## src/hw/rtl/flnta_pkg.sv

```systemverilog
// Package for the fixed-length number to ASCII formatter.
// Holds the format codes, digit limits, ASCII constants and digit helpers.
// No dependencies.
`default_nettype none

package flnta_pkg;

    localparam int NumWidth   = 32;
    localparam int DecDigits  = 10;
    localparam int HexDigits  = 8;
    localparam int BcdWidth   = 4 * DecDigits;

    typedef enum logic [1:0] {
        FMT_UDEC = 2'd0,
        FMT_HEX  = 2'd1,
        FMT_SDEC = 2'd2,
        FMT_RSVD = 2'd3
    } fmt_t;

    localparam logic [6:0] ChZero  = 7'h30;
    localparam logic [6:0] ChUpA   = 7'h41;
    localparam logic [6:0] ChPlus  = 7'h2B;
    localparam logic [6:0] ChMinus = 7'h2D;

    localparam logic [3:0] DecMax = 4'd10;
    localparam logic [3:0] HexMax = 4'd8;

    // Double-dabble correction of one BCD digit before it is shifted.
    function automatic logic [3:0] bcd_adjust(input logic [3:0] d);
        logic [3:0] r;
        r = (d >= 4'd5) ? d + 4'd3 : d;
        return r;
    endfunction

    // ASCII code of one hex or decimal digit.
    function automatic logic [6:0] digit_char(input logic [3:0] d);
        logic [6:0] r;
        if (d < 4'd10)
            r = ChZero + {3'b000, d};
        else
            r = ChUpA + {3'b000, d - 4'd10};
        return r;
    endfunction

endpackage

`default_nettype wire

```

## src/hw/rtl/flnta_if.sv

```systemverilog
// Handshake channels of the number to ASCII formatter: number items in,
// characters out. Depends on nothing but plain logic types.
`default_nettype none

interface flnta_num_if;
    logic        valid;
    logic        ready;
    logic [1:0]  func;
    logic [31:0] number;
    logic [3:0]  digit_count;
    logic [2:0]  text_line;
    logic [4:0]  start_column;

    modport source (output valid, func, number, digit_count, text_line, start_column,
                    input ready);
    modport sink   (input valid, func, number, digit_count, text_line, start_column,
                    output ready);
endinterface

interface flnta_chr_if;
    logic       valid;
    logic       ready;
    logic [6:0] char_code;
    logic [2:0] out_line;
    logic [4:0] out_column;
    logic       last_char;

    modport source (output valid, char_code, out_line, out_column, last_char,
                    input ready);
    modport sink   (input valid, char_code, out_line, out_column, last_char,
                    output ready);
endinterface

`default_nettype wire

```

## src/hw/rtl/fixed_length_number_to_ascii.sv

```systemverilog
// Top level of the number to ASCII formatter: bit-serial binary to BCD
// conversion followed by a character emitter. Uses flnta_pkg and flnta_if.
//
//   Channel   Modport   Moves
//   num       sink      one number item (format, value, count, line, column)
//   chr       source    one ASCII character with line, column and last mark
//
// A decimal item is shifted through the shift-and-add-3 converter, one input
// bit per cycle, then emits one character per cycle while chr is not stalled;
// hex items skip the converter. A new item is taken only after the last
// character of the previous one has been produced. A stall on chr holds the
// emitter; the output register keeps the pending transfer. rst_n clears the
// control state asynchronously.
`default_nettype none

module fixed_length_number_to_ascii (
    input  wire          clk,
    input  wire          rst_n,
    flnta_num_if.sink    num,
    flnta_chr_if.source  chr
);

    typedef enum logic [1:0] {
        ST_IDLE,
        ST_CONV,
        ST_EMIT
    } state_t;

    state_t                          state_reg, state_next;
    logic                            ovalid_reg, ovalid_next;
    logic [4:0]                      bitcnt_reg, bitcnt_next;
    logic [3:0]                      rem_reg, rem_next;
    logic                            signpend_reg, signpend_next;

    logic [flnta_pkg::NumWidth-1:0]  bin_reg, bin_next;
    logic [flnta_pkg::BcdWidth-1:0]  bcd_reg, bcd_next;
    logic                            neg_reg, neg_next;
    logic [2:0]                      line_reg, line_next;
    logic [4:0]                      col_reg, col_next;
    logic [6:0]                      ochar_reg, ochar_next;
    logic [2:0]                      oline_reg, oline_next;
    logic [4:0]                      ocol_reg, ocol_next;
    logic                            olast_reg, olast_next;

    logic                            take;
    logic                            slot_free;
    logic                            is_hex;
    logic                            is_sdec;
    logic [3:0]                      sat_count;
    logic [flnta_pkg::BcdWidth-1:0]  bcd_adj;
    logic [3:0]                      cur_digit;
    logic [3:0]                      digit_idx;

    assign num.ready = (state_reg == ST_IDLE);
    assign take      = num.valid && num.ready;
    assign slot_free = !ovalid_reg || chr.ready;

    assign is_hex  = (num.func == flnta_pkg::FMT_HEX);
    assign is_sdec = (num.func == flnta_pkg::FMT_SDEC);

    always_comb
    begin
        if (is_hex)
            sat_count = (num.digit_count > flnta_pkg::HexMax) ? flnta_pkg::HexMax
                                                               : num.digit_count;
        else
            sat_count = (num.digit_count > flnta_pkg::DecMax) ? flnta_pkg::DecMax
                                                               : num.digit_count;
    end

    // Every BCD digit gets its add-3 correction in parallel before the shift.
    always_comb
    begin
        for (int k = 0; k < flnta_pkg::DecDigits; k++)
            bcd_adj[4*k +: 4] = flnta_pkg::bcd_adjust(bcd_reg[4*k +: 4]);
    end

    assign digit_idx = rem_reg - 4'd1;

    always_comb
    begin
        cur_digit = 4'd0;
        for (int k = 0; k < flnta_pkg::DecDigits; k++)
            if (digit_idx == 4'(k))
                cur_digit = bcd_reg[4*k +: 4];
    end

    always_comb
    begin
        state_next    = state_reg;
        ovalid_next   = ovalid_reg;
        bitcnt_next   = bitcnt_reg;
        rem_next      = rem_reg;
        signpend_next = signpend_reg;
        bin_next      = bin_reg;
        bcd_next      = bcd_reg;
        neg_next      = neg_reg;
        line_next     = line_reg;
        col_next      = col_reg;
        ochar_next    = ochar_reg;
        oline_next    = oline_reg;
        ocol_next     = ocol_reg;
        olast_next    = olast_reg;

        if (ovalid_reg && chr.ready)
            ovalid_next = 1'b0;

        case (state_reg)
            ST_IDLE:
            begin
                if (take)
                begin
                    neg_next      = is_sdec && num.number[flnta_pkg::NumWidth-1];
                    bin_next      = (is_sdec && num.number[flnta_pkg::NumWidth-1])
                                    ? (~num.number + 32'd1) : num.number;
                    bcd_next      = '0;
                    bitcnt_next   = 5'd31;
                    rem_next      = sat_count;
                    signpend_next = is_sdec;
                    line_next     = num.text_line;
                    col_next      = num.start_column;
                    if (is_hex)
                    begin
                        bcd_next   = {8'h00, num.number};
                        state_next = (sat_count == 4'd0) ? ST_IDLE : ST_EMIT;
                    end
                    else if (sat_count == 4'd0 && !is_sdec)
                        state_next = ST_IDLE;
                    else
                        state_next = ST_CONV;
                end
            end

            ST_CONV:
            begin
                bcd_next    = {bcd_adj[flnta_pkg::BcdWidth-2:0],
                               bin_reg[flnta_pkg::NumWidth-1]};
                bin_next    = {bin_reg[flnta_pkg::NumWidth-2:0], 1'b0};
                bitcnt_next = bitcnt_reg - 5'd1;
                if (bitcnt_reg == 5'd0)
                    state_next = ST_EMIT;
            end

            ST_EMIT:
            begin
                if (slot_free)
                begin
                    ovalid_next = 1'b1;
                    oline_next  = line_reg;
                    ocol_next   = col_reg;
                    col_next    = col_reg + 5'd1;
                    if (signpend_reg)
                    begin
                        ochar_next    = neg_reg ? flnta_pkg::ChMinus : flnta_pkg::ChPlus;
                        olast_next    = (rem_reg == 4'd0);
                        signpend_next = 1'b0;
                        if (rem_reg == 4'd0)
                            state_next = ST_IDLE;
                    end
                    else
                    begin
                        ochar_next = flnta_pkg::digit_char(cur_digit);
                        olast_next = (rem_reg == 4'd1);
                        rem_next   = rem_reg - 4'd1;
                        if (rem_reg == 4'd1)
                            state_next = ST_IDLE;
                    end
                end
            end

            default:
            begin
                state_next = ST_IDLE;
            end
        endcase
    end

    always_ff @(posedge clk or negedge rst_n)
    begin
        if (!rst_n)
        begin
            state_reg    <= ST_IDLE;
            ovalid_reg   <= 1'b0;
            bitcnt_reg   <= '0;
            rem_reg      <= '0;
            signpend_reg <= 1'b0;
        end
        else
        begin
            state_reg    <= state_next;
            ovalid_reg   <= ovalid_next;
            bitcnt_reg   <= bitcnt_next;
            rem_reg      <= rem_next;
            signpend_reg <= signpend_next;
        end
    end

    always_ff @(posedge clk)
    begin
        bin_reg   <= bin_next;
        bcd_reg   <= bcd_next;
        neg_reg   <= neg_next;
        line_reg  <= line_next;
        col_reg   <= col_next;
        ochar_reg <= ochar_next;
        oline_reg <= oline_next;
        ocol_reg  <= ocol_next;
        olast_reg <= olast_next;
    end

    assign chr.valid      = ovalid_reg;
    assign chr.char_code  = ochar_reg;
    assign chr.out_line   = oline_reg;
    assign chr.out_column = ocol_reg;
    assign chr.last_char  = olast_reg;

endmodule

`default_nettype wire
```

## src/flat_wrapper.sv

```systemverilog
// flat-port wrapper written by rule: the top's interface ports become plain ports
module fixed_length_number_to_ascii_flat 
  (clk, rst_n, num_valid, num_func, num_number, num_digit_count, num_text_line, num_start_column, num_ready, chr_valid, chr_char_code, chr_out_line, chr_out_column, chr_last_char, chr_ready);
  flnta_num_if num_i ();
  flnta_chr_if chr_i ();
  input  wire clk;
  input  wire rst_n;
  input wire logic [$bits(num_i.valid)-1:0] num_valid;
  input wire logic [$bits(num_i.func)-1:0] num_func;
  input wire logic [$bits(num_i.number)-1:0] num_number;
  input wire logic [$bits(num_i.digit_count)-1:0] num_digit_count;
  input wire logic [$bits(num_i.text_line)-1:0] num_text_line;
  input wire logic [$bits(num_i.start_column)-1:0] num_start_column;
  output wire logic [$bits(num_i.ready)-1:0] num_ready;
  output wire logic [$bits(chr_i.valid)-1:0] chr_valid;
  output wire logic [$bits(chr_i.char_code)-1:0] chr_char_code;
  output wire logic [$bits(chr_i.out_line)-1:0] chr_out_line;
  output wire logic [$bits(chr_i.out_column)-1:0] chr_out_column;
  output wire logic [$bits(chr_i.last_char)-1:0] chr_last_char;
  input wire logic [$bits(chr_i.ready)-1:0] chr_ready;
  assign num_i.valid = num_valid;
  assign num_i.func = num_func;
  assign num_i.number = num_number;
  assign num_i.digit_count = num_digit_count;
  assign num_i.text_line = num_text_line;
  assign num_i.start_column = num_start_column;
  assign num_ready = num_i.ready;
  assign chr_valid = chr_i.valid;
  assign chr_char_code = chr_i.char_code;
  assign chr_out_line = chr_i.out_line;
  assign chr_out_column = chr_i.out_column;
  assign chr_last_char = chr_i.last_char;
  assign chr_i.ready = chr_ready;
  fixed_length_number_to_ascii u_core (.clk(clk), .rst_n(rst_n), .num(num_i), .chr(chr_i));
endmodule
```

## config.mk

```make
export PLATFORM = sky130hd
export DESIGN_NAME = fixed_length_number_to_ascii_flat
export DESIGN_NICKNAME = d
export VERILOG_FILES = /design/src/hw/rtl/flnta_pkg.sv /design/src/hw/rtl/flnta_if.sv /design/src/hw/rtl/fixed_length_number_to_ascii.sv /design/src/flat_wrapper.sv
export SDC_FILE = /design/constraint.sdc
export NUM_CORES = 1
export LEC_CHECK = 0
export ABC_AREA = 1
export BUFFER_PORTS_ARGS = -buffer_cell sky130_fd_sc_hd__buf_2
export CAP_MARGIN = 10
export CORE_AREA = 2 2 122 124
export DETAILED_ROUTE_END_ITERATION = 6
export DIE_AREA = 0 0 124 126
export GPL_TIMING_DRIVEN = 0
export PLACE_DENSITY_LB_ADDON = 0.1
export SETUP_SLACK_MARGIN = 0.3
export SLEW_MARGIN = 20
export SYNTH_ARGS = -nofsm -noshare
export SYNTH_HDL_FRONTEND = slang
export SYNTH_SLANG_ARGS = --single-unit
export TNS_END_PERCENT = 5
```

## constraint.sdc

```tcl
create_clock -name clk -period 7.9 [get_ports clk]
set_input_delay 1.975 -clock clk [delete_from_list [all_inputs] [get_ports clk]]
set_output_delay 1.975 -clock clk [all_outputs]
set_load 0.03 [all_outputs]
```

# After elaboration in Yosys (flattened, before gate mapping)
# Cells that the tools add are included.
# word_totals
reg_bits	110
input_bits	50
elab_cells	143
# classes
n_addsub	17
order_cmp	13
eq_ne	20
mux	58
bitwise	1
n_reduce_logical	20
# ops
cell	count
4-bit 2-to-1 mux	25
32-bit 2-to-1 mux	3
40-bit case mux with 2 select lines	1
32-bit case mux with 2 select lines	1
4-bit by 3-bit greater-or-equal comparator with 1-bit output, second input constant	10
40-bit 2-to-1 mux	1
4-bit by 2-bit adder with 4-bit output, second input constant	9
32-bit by 1-bit adder with 32-bit output, second input constant	1
32-bit inverter	1
5-bit case mux with 2 select lines	2
4-bit by 3-bit equality test with 1-bit output, second input constant	4
2-bit 2-to-1 mux	8
5-bit 2-to-1 mux	3
7-bit 2-to-1 mux	2
4-bit logical NOT	3
4-bit by 1-bit equality test with 1-bit output, second input constant	2
4-bit by 2-bit equality test with 1-bit output, second input constant	2
4-bit equality test, second input constant	2
4-bit > comparator, second input constant	2
4-bit case mux with 2 select lines	1
6-bit by 4-bit adder with 7-bit output, first input constant	1
7-bit by 4-bit adder with 7-bit output, first input constant	1
1-bit 2-to-1 mux	7
3-bit 2-to-1 mux	2
24 further kinds	35

# Depth between registers and ports, before layout
# logic_depth
word_depth	16
mapped_depth	22
ltp_nobuf	22

# Worst setup path after synthesis
# OpenSTA, ideal clock, no wires.
# synth_timing
path_kind	input -> register
from	input port num_valid
to	register u_core.bcd_reg[0] (netlist bit) (enable)
arrival_ns	3.922
required_time_ns	7.474
path_slack_ns	3.552
path_stages	4
n_path_buf	0
path_cell_list	inv_1 -> nor2_1 -> nor2_1 -> inv_1
# synth_via
elab_chain_len	3
# synth_rtl
element	line_no	text
start, declared	flat_wrapper.sv:8	input wire logic [$bits(num_i.valid)-1:0] num_valid;
1-bit logical AND	fixed_length_number_to_ascii.sv:55	assign take = num.valid && num.ready;
2-bit != test (no line)	-	
2-bit AND reduction (no line)	-	
end signal, assigned	fixed_length_number_to_ascii.sv:201	bcd_reg <= bcd_next;
end, declared	fixed_length_number_to_ascii.sv:36	logic [flnta_pkg::BcdWidth-1:0] bcd_reg, bcd_next;
# No other way between the ends.
# A chain may end at the register's enable or synchronous reset.

# Worst setup path after layout
# layout_timing
from	input port num_func[1]
to	register u_core.bin_reg[23] (netlist bit), data pin
# layout_via
elab_chain_len	5
# layout_rtl
element	line_no	text
start, declared	flat_wrapper.sv:9	input wire logic [$bits(num_i.func)-1:0] num_func;
2-bit equality test	fixed_length_number_to_ascii.sv:59	assign is_sdec = (num.func == flnta_pkg::FMT_SDEC);
1-bit logical AND	fixed_length_number_to_ascii.sv:114	bin_next = (is_sdec && num.number[flnta_pkg::NumWidth-1])
32-bit 2-to-1 mux	fixed_length_number_to_ascii.sv:115	? (~num.number + 32'd1) : num.number;
32-bit 2-to-1 mux	fixed_length_number_to_ascii.sv:111	if (take)
32-bit case mux with 2 select lines	fixed_length_number_to_ascii.sv:108	case (state_reg)
named net u_core.bin_next, one bit	fixed_length_number_to_ascii.sv:35	logic [flnta_pkg::NumWidth-1:0] bin_reg, bin_next;
end signal, assigned	fixed_length_number_to_ascii.sv:200	bin_reg <= bin_next;
end, declared	fixed_length_number_to_ascii.sv:35	
# The timed path passes the listed nets, and every way through them passes these cells. The select of a mux whose other input is x is not followed.

==> results.txt <==
Max cap viols = 0
Via Count = 5915
Die area = 15600 sq um
Share of cells above drive strength 1 = 0.136
FFs w/ async S/R, synth = 0.118
Tot Pwr = 0.00325 W
Fill cells = 1316
Syn Inst Count = 825
Syn_area_per_cell = 8.49 sq um
WP data arrival = 4.20 ns
Reg2Reg Depth = 17
TritonCTS clock tree = yes
Overflow after GRT = 0
CTS root buffer = clkbuf_16
Worst-Margin Slew = 0.810 ns
Pin count of the biggest net entering global routing = 39
CP Launch Type = primary input
Total Routing Usage GR = 0.232
Area occupied by multi-input gates = 3130 sq um
Post-CTS setup buffers = 0
Synth-to-Final Area Change = 12.5%
Internal power = 0.00175 W
VDD IR max = 0.000160 V
Vias in the first global route = 5714
Synth top area cells = edfxtp_1, o21ai_0, inv_1, nand2_1, ha_1
Area share of the leading cell type in the synthesized netlist = 0.416
1st-pass router iterations = 6
WL final = 17400 um
Compound-Gate Fraction of Synth Area = 0.154
Ant. Diodes = 0
Die W = 124 um
Vias/cell = 5.41
PortBufs = 67
Post-synth net total = 906
Fin Setup TNS = 0 ns
Count of cell types in the netlist = 48
Post-Syn Area = 7000 sq um
Detail Route Antenna Nets = 0
Crit path time final = 4.09 ns
Final hold vios = 0
P_sw = 0.00150 W
GPL Wtd Cong = 0.878
Post-Synth XOR/XNOR Area = 0.0350
Status = finished clean
Gate power share = 0.497
Area leader, netlist = edfxtp_1
Die Y = 126 um
Longest Clk Path Bufs = 2
Antenna violations before repair = 0
Hold_ws = 0.422 ns
Max_slew headroom = 0.458
Fraction of the cycle the final worst path needs = 0.518
#FFs+latches synth = 110
Worst Skew = 0.00828 ns
Clock power frac = 0.140
Hold Crit Class = flop to flop
Final HPWL DP = 13100 um
Clk slew on worst S/H paths = 0.08 ns
CP required = 8.00 ns
Synth warn = 0
DR iter-0 viols = 445
Reg area = 3240 sq um
Rows = 44
Worst hold stages = 0
Synth Area in Adders = 0.0554
Largest family of logic cells by synthesized area = simple AND/OR/NAND/NOR gates
Nets = 985
Pleak = 3.41 nW
Cts hold-fix bufs = 0
DRC violations left = 0
Average wire per cell in the routed design = 15.9 um
Post-cts sizing count = 0
Top_reg_cell synth = edfxtp_1
Post-synthesis simple-gate area fraction = 0.202
Final Slew Violations = 0
Initial Utilization = 0.489
Core area = 14300 sq um
Crit Path Max Fanout = 10
Clock Latency Late Sink = 0.37 ns
Multiplexer share of the synthesized area = 0
CTS Buf Count = 9
Maximum clock rate = 244 MHz
RSZ-0062 raised after global routing = false
CP Capture Type = flop
Largest register FFs = 40
Sw Share = 0.460
WS Path Type = primary input to flop
Number of flops mapped to enable cells by yosys = 97
H-tree depth = 3
Clock Sinks = 110
Setup violations, final = 0
Pwr/cell area = 412 nW/um^2
Seq pwr share = 0.362
First-pass GRT wire length = 28200 um
I/O pin cnt = 68
Register area share after synthesis = 0.462
metrics by stage:
stage	setup slack (ns)	cells	area, sq um	utilization
CTS	3.79	1093	7880	0.551
detailed placement	3.41	1077	7590	0.531
global route	3.65	1093	7880	0.551
global placement	2.47	1076	7570	0.529
floorplan	3.55	825	7000	-
finish	3.81	1093	7880	0.551
power groups by stage:
stage	Sequential [W]	Clock [W]	Combinational, W
final	0.00118	0.000456	0.00162
after global routing	0.00121	0.000488	0.00182
after CTS	0.00117	0.000464	0.00162
after floorplan	0.00122	0	0.00113
after detailed placement	0.00119	0	0.00161
after global placement	0.00119	0	0.00153
cells in the mapped netlist (all sizes together) (4+ instances only):
library cell	number
inv	145
o211ai	5
a31oi	4
ha	31
nor2	68
a21oi	35
o22ai	13
o21ai	117
nand2	139
xor2	26
clkbuf	18
nor4	4
edfxtp	97
nor3	10
nand4	12
nand3	57
dfrtp	13
critical path, stage by stage:
cell and delay [ns]:
buf_2 0.08, inv_1 0.04, nor2_1 0.33, inv_1 0.16, nor2_1 0.22, clkbuf_1 0.44, clkbuf_1 0.58, nand2_1 0.10
o21ai_0 0.16, o21ai_0 0.11
worst paths after layout:
check	from	to	slack, ns
max	num_func[1]	u_core.bin_reg[23]	3.81
min	u_core.line_reg[1]	u_core.chr.out_line[1]	0.42
max reg2reg	u_core.rem_reg[0]	u_core.chr.char_code[4]	4.96
min reg2reg	u_core.line_reg[1]	u_core.chr.out_line[1]	0.42
max in group asynchronous	rst_n	u_core.signpend_reg	6.17
min in group asynchronous	rst_n	u_core.bitcnt_reg[2]	1.49
cells in the final DEF, fill, tap and decap left out, drive strengths merged, types with 2 or more instances in the layout:
| cell | n |
|---|---|
| clkinv | 3 |
| a31oi | 4 |
| dfrtp | 13 |
| o31ai | 3 |
| xnor2 | 2 |
| nand4 | 12 |
| inv | 151 |
| o32ai | 3 |
| o22ai | 13 |
| a21oi | 35 |
| xor2 | 26 |
| a211oi | 2 |
| or2 | 3 |
| buf | 71 |
| ha | 31 |
| nand2 | 139 |
| nor4 | 4 |
| a21o | 2 |
| a41oi | 2 |
| edfxtp | 97 |
| nor3 | 10 |
| nor2 | 68 |
| o21ai | 117 |
| a22oi | 2 |
| nand3b | 2 |
| o211ai | 5 |
| nand3 | 57 |
| clkbuf | 27 |
area by class of cell:
cell class              instances  share of cell area
inverters                     147              0.0706
clock buffers                   9              0.0286
plain buffers                  21              0.0110
well taps                     184              0.0292
repair buffers                 68              0.0451
flip-flops and latches        110               0.411
clock inverters                 7             0.00778
multi-input cells             547               0.397
routing by layer:
layer	track usage	wire length, um
met2	0.375	8170
met3	0.0371	1020
met5	0	0
met1	0.312	7600
met4	0.0945	595
kinds of logic (layout without fill, tap and decap cells):
kind of cell / Yosys count / in the layout
and+or+nand+nor: 296 / 296
AOI/OAI and AO/OA: 192 / 192
buffers and inverters: 168 / 252
DFF: 110 / 110
adders and majority gates: 31 / 31
xor gates and xnor gates: 28 / 28
Note: power is estimated with default switching activity, not from simulation.
